[config.mk]
export PLATFORM = sky130hd
export DESIGN_NAME = unique_set_table
export DESIGN_NICKNAME = d
export VERILOG_FILES = /design/src/rtl/ust_pkg.sv /design/src/rtl/ust_cell.sv /design/src/rtl/unique_set_table.sv
export SDC_FILE = /design/constraint.sdc
export NUM_CORES = 1
export LEC_CHECK = 0
export CORE_ASPECT_RATIO = 1.25
export CORE_MARGIN = 3
export CORE_UTILIZATION = 55
export CTS_CLUSTER_DIAMETER = 200
export DETAILED_ROUTE_END_ITERATION = 12
export DONT_BUFFER_PORTS = 1
export PLACE_DENSITY = 0.79
export SYNTH_ARGS = -nofsm -noshare
export SYNTH_HDL_FRONTEND = slang
export SYNTH_SLANG_ARGS = --single-unit
export TNS_END_PERCENT = 20
[constraint.sdc]
create_clock -name clk -period 8 [get_ports clk]
set_clock_uncertainty 0.1 [all_clocks]
set_input_delay 1.6 -clock clk [delete_from_list [all_inputs] [get_ports clk]]
set_output_delay 1.6 -clock clk [all_outputs]
set_load 0.02 [all_outputs]
[src/rtl/ust_pkg.sv]
// ----------------------------------------------------------------------------
// ust_pkg: shared definitions for the unique set table
// Operation and status codes, field widths and the command that the
// control logic broadcasts to every storage cell.
// ----------------------------------------------------------------------------
package ust_pkg;

	localparam int unsigned VALUE_W  = 32;
	localparam int unsigned KIND_W   = 2;
	localparam int unsigned STATUS_W = 2;
	localparam int unsigned OCC_W    = 5;

	typedef enum logic [KIND_W-1:0] {
		OP_INSERT = 2'd0,
		OP_DELETE = 2'd1,
		OP_CLEAR  = 2'd2,
		OP_NONE   = 2'd3
	} op_t;

	typedef enum logic [STATUS_W-1:0] {
		ST_DONE    = 2'd0,
		ST_PRESENT = 2'd1,
		ST_ABSENT  = 2'd2,
		ST_FULL    = 2'd3
	} status_t;

	// Command seen by all cells in the cycle an item executes.
	typedef struct packed {
		logic               lookup;  // compare against the stored entries
		logic               shift;   // delete: compact entries above the hit
		logic               write;   // insert: store value at the fill position
		logic [VALUE_W-1:0] value;
	} cmd_t;

endpackage

[src/rtl/ust_cell.sv]
// ----------------------------------------------------------------------------
// ust_cell: one slot of the unique set table
// Holds one entry, compares it with the broadcast value, passes the hit
// chain to the next slot and takes its upper neighbor's entry on a delete.
// ----------------------------------------------------------------------------
module ust_cell #(
	parameter int IDX   = 0,
	parameter int CNT_W = 5
) (
	input  logic                       clk,
	input  ust_pkg::cmd_t              cmd,
	input  logic [CNT_W-1:0]           count,
	input  logic                       hit_in,
	input  logic [ust_pkg::VALUE_W-1:0] upper_entry,
	output logic                       hit_out,
	output logic [ust_pkg::VALUE_W-1:0] entry
);

	localparam logic [CNT_W:0] NEXT_IDX = (CNT_W+1)'(IDX + 1);

	logic [ust_pkg::VALUE_W-1:0] entry_q;
	logic                        occupied;
	logic                        match;
	logic                        upper_occupied;

	assign occupied       = CNT_W'(IDX) < count;
	assign upper_occupied = NEXT_IDX < {1'b0, count};
	assign match          = cmd.lookup && occupied && (entry_q == cmd.value);
	assign hit_out        = hit_in | match;
	assign entry          = entry_q;

	always_ff @(posedge clk) begin
		if (cmd.write && (count == CNT_W'(IDX))) begin
			entry_q <= cmd.value;
		end else if (cmd.shift && hit_out && upper_occupied) begin
			entry_q <= upper_entry;
		end
	end

endmodule

[src/rtl/unique_set_table.sv]
// ----------------------------------------------------------------------------
// unique_set_table: packed table of unique values with an occupancy count
// Insert, delete with compaction, and clear, on a chain of storage cells.
// ----------------------------------------------------------------------------
// Usage: an input item (kind, value) enters on in_valid/in_ready and each
// item gives exactly one result item (status, occupancy) on
// out_valid/out_ready, in order. An accepted item is held in an input
// register and executes when no result is held back: every cell compares its
// entry with the value at once, and a delete moves each entry above the hit
// down by one slot in that same cycle. The result is registered, so out_valid
// rises in the cycle after the item executes. One item per cycle is sustained
// as long as the receiver keeps out_ready high. The cycle time is set by the
// compare and the hit chain that runs through all CAPACITY cells.
// When the receiver stalls, the held result blocks execution of the next
// item, which waits in the input register; in_ready then drops.
// Reset clears the occupancy count and the handshake state only; the stored
// entries are not cleared, since only slots below the count are ever read.
// ----------------------------------------------------------------------------
module unique_set_table #(
	parameter int CAPACITY = 16
) (
	input  logic                                clk,
	input  logic                                arst_n,
	input  logic                                in_valid,
	output logic                                in_ready,
	input  logic [ust_pkg::KIND_W-1:0]          kind,
	input  logic signed [ust_pkg::VALUE_W-1:0]  value,
	output logic                                out_valid,
	input  logic                                out_ready,
	output logic [ust_pkg::STATUS_W-1:0]        status,
	output logic [ust_pkg::OCC_W-1:0]           occupancy
);

	localparam int CNT_W = $clog2(CAPACITY + 1);
	localparam logic [CNT_W-1:0] CAP_CNT = CNT_W'(CAPACITY);

	logic                         pend_q;
	logic [ust_pkg::KIND_W-1:0]   kind_q;
	logic [ust_pkg::VALUE_W-1:0]  value_q;
	logic [CNT_W-1:0]             count_q;
	logic                         out_valid_q;
	ust_pkg::status_t             status_q;
	logic [ust_pkg::OCC_W-1:0]    occ_q;

	logic                         exec;
	logic                         found;
	ust_pkg::op_t                 op;
	ust_pkg::cmd_t                cmd;
	ust_pkg::status_t             status_next;
	logic [CNT_W-1:0]             count_next;

	logic [CAPACITY:0]                       hit;
	logic [ust_pkg::VALUE_W-1:0]             entry [CAPACITY];

	assign exec     = pend_q && (!out_valid_q || out_ready);
	assign in_ready = !pend_q || exec;
	assign op       = ust_pkg::op_t'(kind_q);
	assign hit[0]   = 1'b0;
	assign found    = hit[CAPACITY];

	always_comb begin
		cmd.lookup  = exec && ((op == ust_pkg::OP_INSERT) || (op == ust_pkg::OP_DELETE));
		cmd.value   = value_q;
		cmd.shift   = exec && (op == ust_pkg::OP_DELETE);
		cmd.write   = exec && (op == ust_pkg::OP_INSERT) && !found && (count_q != CAP_CNT);
		status_next = ust_pkg::ST_DONE;
		count_next  = count_q;
		unique case (op)
			ust_pkg::OP_INSERT: begin
				if (found) begin
					status_next = ust_pkg::ST_PRESENT;
				end else if (count_q == CAP_CNT) begin
					status_next = ust_pkg::ST_FULL;
				end else begin
					count_next = count_q + CNT_W'(1);
				end
			end
			ust_pkg::OP_DELETE: begin
				if (found) begin
					count_next = count_q - CNT_W'(1);
				end else begin
					status_next = ust_pkg::ST_ABSENT;
				end
			end
			ust_pkg::OP_CLEAR: begin
				count_next = '0;
			end
			default: begin
				status_next = ust_pkg::ST_DONE;
			end
		endcase
	end

	for (genvar i = 0; i < CAPACITY; i++) begin : g_cell
		logic [ust_pkg::VALUE_W-1:0] upper;
		if (i == CAPACITY - 1) begin : g_top
			assign upper = entry[i];
		end else begin : g_mid
			assign upper = entry[i+1];
		end
		ust_cell #(
			.IDX   (i),
			.CNT_W (CNT_W)
		) u_cell (
			.clk         (clk),
			.cmd         (cmd),
			.count       (count_q),
			.hit_in      (hit[i]),
			.upper_entry (upper),
			.hit_out     (hit[i+1]),
			.entry       (entry[i])
		);
	end

	always_ff @(posedge clk) begin
		if (in_valid && in_ready) begin
			kind_q  <= kind;
			value_q <= value;
		end
		if (exec) begin
			status_q <= status_next;
			occ_q    <= ust_pkg::OCC_W'(count_next);
		end
	end

	always_ff @(posedge clk or negedge arst_n) begin
		if (!arst_n) begin
			pend_q      <= 1'b0;
			out_valid_q <= 1'b0;
			count_q     <= '0;
		end else begin
			if (in_ready) begin
				pend_q <= in_valid;
			end
			if (exec) begin
				out_valid_q <= 1'b1;
				count_q     <= count_next;
			end else if (out_ready) begin
				out_valid_q <= 1'b0;
			end
		end
	end

	assign out_valid = out_valid_q;
	assign status    = status_q;
	assign occupancy = occ_q;

endmodule

==> summary.txt, run 1 <==
Layout
  • Share of cells above drive strength 1: 28.0%
  • Layout Utilization: 59.9%
  • Area grow syn2layout: 7.54%
  • Antenna diodes: 0
  • Nets: 2306
  • Final instance area: 0.0337 mm^2
  • Fillers: 4241

Worst hold path
  • HP Class: reg -> reg

Power and ir drop
  • Worst VDD drop: 0.000193 V
  • PwrDens: 205 mW/mm^2
  • Total power: 0.00689 W
  • Pleak: 11.1 nW

Floorplanning
  • # IOs: 47
  • Die height: 273 um
  • Initial Utilization: 55.7%
  • Die area: 0.0599 mm^2
  • Area of the core: 0.0562 mm^2
  • Rows: 97
  • Die width: 219 um

Global route
  • Vias in the first global route: 20100
  • Initial antenna violation count: 1
  • Largest net degree at the start of global routing: 35
  • Global route total overflow: 0
  • GRT Util Overall: 29.8%
  • Global-route wire length before repair: 132000 um

Clocking
  • CTS H-tree lvls: 2
  • Clock sinks: 560
  • Post-CTS Resized: 0
  • Clock Path Buffers: 3
  • Setup repair bufs after CTS: 0
  • TritonCTS clock tree: yes
  • Worst-path clk slew: 0.06 ns
  • # hold bufs at CTS: 0
  • CTS buffer count: 55
  • Later-pin clock latency in the skew report: 0.62 ns
  • Root Buffer: clkbuf_16

Worst setup path
  • Crit. End Element: register
  • Worst Path Max Fanout: 33
  • Crit start category: primary input
  • Critical path data arrival time: 6.31 ns
  • Req. time, crit path: 8.17 ns
  • Critical path type: in -> reg

Drt
  • # DRC: 0
  • Drt initial violations: 2099
  • Antenna-violating nets left: 0
  • Total routed wirelength: 89500 um
  • Vias per inst: 6.52
  • DRT Pass-1 Iters: 5
  • Wire length per cell: 29.4 um
  • Via Count: 19900

Timing
  • Fin Hold WS: 0.464 ns
  • F_max: 163 MHz
  • Worst-Margin Slew: 1.20 ns
  • Sum Neg Setup Slack: 0 ns
  • RSZ-0062 raised after global routing: false
  • Max-slew violations: 0
  • Final worst-path cycle share: 76.7%
  • Final setup vio count: 0
  • Final Hold Vio Count: 0
  • Slew headroom: 19.5%
  • Tmin final: 6.14 ns

Synthesis
  • Post-synth ARST share: 1.25%
  • Post-synth top cells: edfxtp_1 (553), mux2_2 (455), xor2_1 (355), xnor2_1 (160), nor4_1 (146)
  • Synthesized Nets: 2360
  • Mapped Area: 0.0313 mm^2
  • Post-synth EDFFs: 553
  • Count leader, synth: edfxtp_1
  • Area contributors post-synth: edfxtp_1 (53%), mux2_2 (16%), xor2_1 (9.9%)
  • Top-area cell type share of the netlist area: 53.0%
  • Synthesis warning total: 0
  • Netlist cell types: 63
  • Synthesis-stage register bit count: 560
  • Mapped Cells: 2317
  • Seq/Total Area, Yosys: 53.6%
  • Avg Cell Area, Syn: 13.5 um^2
  • Dominant cell type by area after synthesis: edfxtp_1
  • Most used DFF post-synth: edfxtp_1

Status
  • Outcome: completed

Run
  • Max Cap Viol: 0

Placed design
  • Routability congestion estimate: 0.963
  • Post-DP HPWL: 62500 um
  • PortBufs: 0
  • Placed cell area: 0.0318 mm^2
==> report_power, final <==
group,internal (W),total (W),switching (W)
Combinational,0.000277,0.000838,0.000561
Clock,0.00154,0.00268,0.00113
Sequential,0.00327,0.00338,0.000103
Total,0.00509,0.00689,0.00180
==> logic make-up (layout without fill, tap and decap cells) <==
logic type | after synthesis | in the layout | synth area share [%]
xor+xnor | 515 | 515 | 14.4
compound gates | 45 | 45 | 0.987
flops | 560 | 560 | 53.6
fa+ha+maj | 5 | 5 | 0.200
simple gates | 504 | 504 | 9.72
buf+inv | 203 | 191 | 3.68
mux | 485 | 485 | 17.4
==> cell type report <==
class | instances | area (um^2) | area share, %
clock inverters | 36 | 402 | 1.19
well taps | 742 | 928 | 2.76
repair buffers | 82 | 673 | 2.00
flip-flops and latches | 560 | 16800 | 49.8
multi-input cells | 1554 | 13500 | 39.9
clock buffers | 63 | 1410 | 4.18
inverters | 10 | 37.5 | 0.111
==> registers in the layout (all words and copies together) (netlist names) <==
| register | flops |
|---|---|
| kind_q | 2 |
| out_valid | 1 |
| pend_q | 1 |
| status | 2 |
| count_q | 5 |
| occupancy | 5 |
| value_q | 32 |
| g_cell.u_cell.entry | 512 |
==> critical path, cell delays in order <==
cell,delay [ns]
nor2b_1,0.87
nor2_1,0.26
buf_4,0.28
nand4_1,0.08
nor3_1,0.06
or4_1,0.59
and4bb_1,0.38
and3_1,0.49
buf_4,0.36
nand3_2,0.68
o21ai_2,0.22
buf_4,0.39
==> per-stage QoR <==
stage               setup slack (ns)  std cells
global route                    1.67       3047
global placement                1.25       2947
floorplan                       1.97       2317
finish                          1.86       3047
detailed placement              1.05       2947
CTS                             1.64       3046
==> placed cells by master (no fill, tap or decap), types with 28 or more instances in the layout <==
master     count
nor2_1        62
nor3_1        32
xor2_1       355
mux2_2       455
edfxtp_1     553
nand4_1       86
nand3_1       35
nand2_1       45
clkbuf_16     55
xnor2_1      160
buf_4         78
mux2_1        28
nor4_1       146
==> per-layer routing <==
metal	global-route usage [%]	vias up	share of wire, %
li1	-	8569	-
met1	36.9	9953	37
met2	50.8	1039	50
met3	4.06	315	7.2
met4	15.5	2	6.1
met5	0	-	0.017
==> final timing paths <==
path | slack, ns | to | from | cells past startpoint
max reg2reg | 2.29 | g_cell[8].u_cell.entry[8] | out_valid | 12
min | 0.46 | out_valid | pend_q | 1
max in group asynchronous | 7.15 | out_valid | arst_n | 0
max | 1.86 | g_cell[8].u_cell.entry[8] | out_ready | 12
min reg2reg | 0.46 | out_valid | pend_q | 1
min in group asynchronous | 0.57 | count_q[0] | arst_n | 0
Power figures use the tool's default switching activity.
==> run 2: changes to the inputs <==
==> constraint.sdc (replaced) <==
create_clock -name clk -period 6 [get_ports clk]
set_clock_uncertainty 0.1 [all_clocks]
set_input_delay 1.2 -clock clk [delete_from_list [all_inputs] [get_ports clk]]
set_output_delay 1.2 -clock clk [all_outputs]
set_load 0.02 [all_outputs]
==> run 2 against run 1 <==
  * Worst setup slack worse by 1.3 ns
  * Die area stayed put
  * Critical path depth is 1 higher
  * Core utilization is 0.85 points higher
  * Combinational power is 36% higher
  * Clock-buffer cell count is 8 higher
  * Via count is 0.27% lower
  * Clock power is 34% higher
  * Highest routed layer is now met4
==> summary.txt, run 2 (synthesis results as in run 1) <==
Status
  • Outcome: completed

Layout
  • Final instance area: 0.0342 mm^2 (+1.4%)
  • Nets: 2346 (+1.7%)
  • Max reg flops: 512 (unchanged)
  • Antenna diodes: 0 (unchanged)
  • Area grow syn2layout: 9.07%
  • Most frequent cells in the layout: edfxtp_1 (553), mux2_2 (455), xor2_1 (355)
  • Commonest non-fill, non-tap cell in the layout: edfxtp_1
  • Share of cells above drive strength 1: 29.5% (+1.5 points)

Global route
  • Initial antenna violation count: 0 (-1)
  • GRT Util Overall: 29.9% (+0.12 points)
  • Global-route wire length before repair: 133000 um (+0.61%)
  • Vias in the first global route: 20200 (+0.26%)
  • Largest net degree at the start of global routing: 35 (unchanged)
  • Global route total overflow: 0 (unchanged)

Worst setup path
  • Req. time, crit path: 6.25 ns (-1.92 ns)
  • Worst R2R Path Depth: 13 (+1)
  • Crit. End Element: register
  • Crit start category: register
  • Critical path type: reg -> reg
  • Worst Path Max Fanout: 32 (-3.0%)
  • Critical path data arrival time: 5.72 ns (-0.59 ns)

Clocking
  • CTS H-tree lvls: 2 (unchanged)
  • TritonCTS clock tree: yes
  • CTS buffer count: 55 (unchanged)
  • Post-CTS Resized: 0 (unchanged)
  • Clock sinks: 560 (unchanged)
  • Root Buffer: clkbuf_16
  • Later-pin clock latency in the skew report: 0.61 ns (about the same)
  • Setup repair bufs after CTS: 0 (unchanged)
  • Clock Path Buffers: 3 (unchanged)
  • Worst-path clk slew: 0.06 ns (about the same)
  • # hold bufs at CTS: 0 (unchanged)

Power and ir drop
  • Flop pwr share: 48.9% (about the same)
  • Sw frac: 26.1% (+0.077 points)
  • Combinational Power Share: 12.3% (about the same)
  • Pleak: 11.4 nW (+2.3%)
  • Internal power: 0.00684 W (+34%)
  • Switching power: 0.00242 W (+35%)
  • PwrDens: 271 mW/mm^2 (+32%)
  • Worst VDD drop: 0.000231 V (+20%)
  • Clock Power Share: 38.8% (about the same)

Floorplanning
  • Rows: 97 (unchanged)
  • Die height: 273 um (unchanged)
  • Initial Utilization: 55.7% (unchanged)
  • # IOs: 47 (unchanged)
  • Area of the core: 0.0562 mm^2 (unchanged)
  • Die width: 219 um (unchanged)
  • Die area: 0.0599 mm^2 (unchanged)

Timing
  • Final Hold Vio Count: 0 (unchanged)
  • Fin Hold WS: 0.185 ns (-0.279 ns)
  • Max-slew violations: 0 (unchanged)
  • Worst-Margin Slew: 1.11 ns (-0.0827 ns)
  • F_max: 183 MHz
  • Final worst-path cycle share: 91.2%
  • Worst Setup Slack, final: 0.526 ns (-1.33 ns)
  • Slew headroom: 25.8% (+6.2 points)
  • Tmin final: 5.47 ns
  • Sum Neg Setup Slack: 0 ns (unchanged)
  • Final setup vio count: 0 (unchanged)
  • RSZ-0062 raised after global routing: false

Drt
  • Drt initial violations: 2129 (+1.4%)
  • Vias per inst: 6.42 (-1.6%)
  • DRT Pass-1 Iters: 8 (+3)
  • Via Count: 19800 (-0.27%)
  • # DRC: 0 (unchanged)
  • Wire length per cell: 29.1 um (-0.88%)
  • Total routed wirelength: 89900 um (+0.46%)
  • Antenna-violating nets left: 0 (unchanged)

Placed design
  • PortBufs: 0 (unchanged)
  • Placed cell area: 0.0323 mm^2 (+1.5%)
  • Routability congestion estimate: 0.964 (about the same)
  • Post-DP HPWL: 65100 um (+4.0%)
  • Setup WS pre-CTS: 0.411 ns (-0.641 ns)

Run
  • Max Cap Viol: 0 (unchanged)

Worst hold path
  • HP Class: in -> async
[run 2: cell types whose count changed in the layout (fill, tap and decap cells not counted)]
cell,before,now
bufinv_16,9,7
clkbuf_8,0,4
buf_4,78,106
clkbuf_1,8,10
buf_16,1,0
buf_12,3,16
clkinv_2,10,12
clkinv_1,13,6
clkbuf_16,55,57
[run 2: final cells by class]
class,instances,area (um^2)
repair buffers,122,1120
well taps,742,928
fillers,4241,22000
flip-flops and latches,560,16800
clock buffers,71,1520
inverters,10,37.5
multi-input cells,1554,13500
clock inverters,29,325
[run 2: critical path: stages (launching register included)]
cell and delay [ns]:
edfxtp_1 1.02, buf_4 0.39, xor2_1 0.17, nor4_1 0.39, nand4_1 0.21, nor4_1 0.82
buf_4 0.24, nor4_1 0.05, and4bb_1 0.29, and3_1 0.37, buf_12 0.23, nand3_2 0.07
buf_4 0.39, mux2_2 0.43
[run 2: path summary, 6_finish.rpt]
| check | startpoint | endpoint | slack, ns |
|---|---|---|---|
| max in group asynchronous | arst_n | count_q[2] | 5.54 |
| max | value_q[7] | g_cell[10].u_cell.entry[9] | 0.53 |
| max reg2reg | value_q[7] | g_cell[10].u_cell.entry[9] | 0.53 |
| min in group clk | pend_q | out_valid | 0.49 |
| min | arst_n | count_q[3] | 0.19 |
| min reg2reg | pend_q | out_valid | 0.49 |
[run 2: power groups by stage]
stage | sequential (W) | combinational (W) | clock, W
2_1_floorplan | 0.00450 | 0.000804 | 0
3_3_place_gp | 0.00460 | 0.00109 | 0
3_5_place_dp | 0.00461 | 0.00111 | 0
4_1_cts | 0.00452 | 0.00111 | 0.00364
5_1_grt | 0.00453 | 0.00120 | 0.00378
6_report | 0.00453 | 0.00114 | 0.00359
[run 2: routing by layer]
layer	track usage, %	part of all wire (%)
met5	0	0
met4	15.1	5.7
met3	3.79	6.0
met2	51.7	51
met1	36.8	38
[run 2: metrics by stage]
step | utilization [%] | total power (W) | instances
3_3_place_gp | 57.5 | 0.00569 | 2988
4_1_cts | 60.8 | 0.00927 | 3088
3_5_place_dp | 57.5 | 0.00571 | 2988
5_1_grt | 60.8 | 0.00951 | 3088
6_report | 60.8 | 0.00926 | 3088
2_1_floorplan | - | 0.00530 | 2317
==> run 3: changes to the inputs <==
--- a/config.mk
+++ b/config.mk
@@ -5,13 +5,15 @@
 export SDC_FILE = /design/constraint.sdc
 export NUM_CORES = 1
 export LEC_CHECK = 0
+export CELL_PAD_IN_SITES_DETAIL_PLACEMENT = 2
+export CELL_PAD_IN_SITES_GLOBAL_PLACEMENT = 2
 export CORE_ASPECT_RATIO = 1.25
 export CORE_MARGIN = 3
-export CORE_UTILIZATION = 55
+export CORE_UTILIZATION = 47
 export CTS_CLUSTER_DIAMETER = 200
 export DETAILED_ROUTE_END_ITERATION = 12
 export DONT_BUFFER_PORTS = 1
-export PLACE_DENSITY = 0.79
+export PLACE_DENSITY = 0.9
 export SYNTH_ARGS = -nofsm -noshare
 export SYNTH_HDL_FRONTEND = slang
 export SYNTH_SLANG_ARGS = --single-unit
==> run 3 against run 2 <==
  * Via count rose by 14%
  * Cell count rose by 3.8%
  * Routed wire length rose by 53%
  * Non-clock buffer count fell by 4
  * Highest routed layer is now met5
==> summary.txt, run 3 (synthesis results as in run 1) <==
Status
  • Outcome: completed

Run
  • Max Cap Viol: 0 (unchanged)

Drt
  • Vias per inst: 7.07 (+10%)
  • Total routed wirelength: 138000 um (+53%)
  • Antenna-violating nets left: 0 (unchanged)
  • Wire length per cell: 43.0 um (+48%)
  • Drt initial violations: 2641 (+24%)
  • # DRC: 0 (unchanged)
  • Via Count: 22700 (+14%)
  • DRT Pass-1 Iters: 5 (-3)

Timing
  • F_max: 169 MHz (-7.6%)
  • Fin Hold WS: 0.108 ns (-0.0775 ns)
  • RSZ-0062 raised after global routing: false
  • Slew headroom: 11.8% (-14 points)
  • Final Hold Vio Count: 0 (unchanged)
  • Tmin final: 5.92 ns (+0.448 ns)
  • Final setup vio count: 0 (unchanged)
  • Max-slew violations: 0 (unchanged)
  • Final worst-path cycle share: 98.7% (+7.5 points)
  • Worst-Margin Slew: 1.32 ns (+0.209 ns)

Worst setup path
  • Req. time, crit path: 6.20 ns (-0.05 ns)
  • Worst Setup SP: value_q[23]
  • R2R Path Start: value_q[23]
  • Worst reg-to-reg setup slack: 0.08 ns (-0.45 ns)
  • Crit. End Element: register
  • Worst R2R Path Depth: 12 (-1)
  • Most used cell, CP: buf_4
  • Crit start category: register
  • Worst path max stage delay: 1.07 ns (+0.05 ns)
  • CP cell instances: buf_4 -> xor2_1 -> nor4_1 -> nand3_1 -> nor3_1 -> or4_1 -> and4bb_1 -> and3_4 -> buf_4 -> nand4_4 -> o21ai_2 -> buf_4
  • Critical path data arrival time: 6.12 ns (+0.40 ns)
  • Critical path type: reg -> reg
  • Worst Path Max Fanout: 33 (+3.1%)
  • Slowest CP cell: edfxtp_1

Layout
  • Area grow syn2layout: 9.32%
  • Commonest non-fill, non-tap cell in the layout: edfxtp_1
  • Final instance area: 0.0342 mm^2 (+0.23%)
  • Share of cells above drive strength 1: 29.1% (-0.40 points)
  • Nets: 2344 (-0.085%)
  • Final Non-Filler Cells: 3206 (+3.8%)
  • Max reg flops: 512 (unchanged)
  • Most frequent cells in the layout: edfxtp_1 (553), mux2_2 (455), xor2_1 (355)

Floorplanning
  • Rows: 105 (+8.2%)
  • Die width: 237 um (+8.0%)
  • Die height: 295 um (+8.0%)
  • Initial Utilization: 47.6% (-8.2 points)
  • # IOs: 47 (unchanged)
  • Area of the core: 0.0658 mm^2 (+17%)
  • Die area: 0.0698 mm^2 (+17%)

Placed design
  • DP Cell Count: 3098 (+3.7%)
  • Placed cell area: 0.0324 mm^2 (+0.19%)
  • PortBufs: 0 (unchanged)
  • Routability congestion estimate: 0.937 (-2.7%)
  • Post-DP HPWL: 88600 um (+36%)

Power and ir drop
  • PwrDens: 285 mW/mm^2 (+5.0%)
  • Worst VDD drop: 0.000247 V (+6.9%)
  • Pleak: 11.3 nW (-0.31%)

Worst hold path
  • HP Class: in -> async

Global route
  • Global route total overflow: 0 (unchanged)
  • Vias in the first global route: 24600 (+22%)
  • Global-route wire length before repair: 194000 um (+46%)
  • Initial antenna violation count: 5 (+5)
  • GRT Util Overall: 38.8% (+8.9 points)
  • Largest net degree at the start of global routing: 35 (unchanged)

Clocking
  • Clock Path Buffers: 3 (unchanged)
  • Root Buffer: clkbuf_16
  • CTS H-tree lvls: 2 (unchanged)
  • # hold bufs at CTS: 0 (unchanged)
  • TritonCTS clock tree: yes
  • Worst-path clk slew: 0.07 ns (about the same)
  • Later-pin clock latency in the skew report: 0.69 ns (+0.08 ns)
  • CTS buffer count: 57 (+3.6%)
  • Clock sinks: 560 (unchanged)
[run 3: changes by cell type in the layout (fill, tap and decap cells not counted), sizes merged]
cell,change
inv,+1
bufinv,-3
clkinv,-3
diode,+6
clkbuf,+9
buf,-4
clkinvlp,-2
[run 3: routing by layer]
layer | track usage (%) | wire (um)
met1 | 40.6 | 44800
met2 | 66.7 | 68300
met3 | 8.78 | 11200
met4 | 31.5 | 13600
met5 | 0 | 7
[run 3: through the flow]
stage | setup TNS [ns] | total power, W | util, % | setup WS [ns]
2_1_floorplan | 0 | 0.00530 | - | 0.374
3_3_place_gp | -0.0381 | 0.00575 | 49.2 | -0.00281
3_5_place_dp | -60.76 | 0.00589 | 49.2 | -0.344
4_1_cts | 0 | 0.00966 | 52.0 | 0.0874
5_1_grt | 0 | 0.00988 | 52.0 | 0.0640
6_report | 0 | 0.00975 | 52.0 | 0.0774
[run 3: final timing paths]
kind / to
min reg2reg: g_cell[7].u_cell.entry[9]
max: g_cell[3].u_cell.entry[16]
min in group clk: g_cell[7].u_cell.entry[9]
min: count_q[2]
max in group asynchronous: count_q[4]
max reg2reg: g_cell[3].u_cell.entry[16]
[run 3: cell type report]
cell class                      count  area (um^2)
Antenna cell                        6         15.0
Timing Repair Buffer              118         1040
Fill cell                        6043        31600
Inverter                           10         37.5
Sequential cell                   560        16800
Clock inverter                     22          243
Tap cell                          856         1070
Clock buffer                       80         1580
Multi-Input combinational cell   1554        13500
[run 3: where the power goes]
group / internal, W / total, W / switching [W]
combinational: 0.000424 / 0.00141 / 0.000985
sequential: 0.00437 / 0.00457 / 0.000200
clock: 0.00201 / 0.00377 / 0.00176
[run 3: worst max-delay path, delay by kind of cell (launching register included)]
kind | cells | cell delay [ns]
flip-flops | 1 | 1.07
AO/OA/AOI/OAI | 1 | 0.29
buffers and inverters | 3 | 1.12
AND/OR/NAND/NOR | 7 | 2.67
XOR/XNOR | 1 | 0.20
[run 3: repair_timing]
action / 4_1_cts / 5_1_grt
resized for setup: 1 / 3
setup buffers: 0 / 0
pin swaps: 0 / 0
setup endpoints to repair: 597 / 204
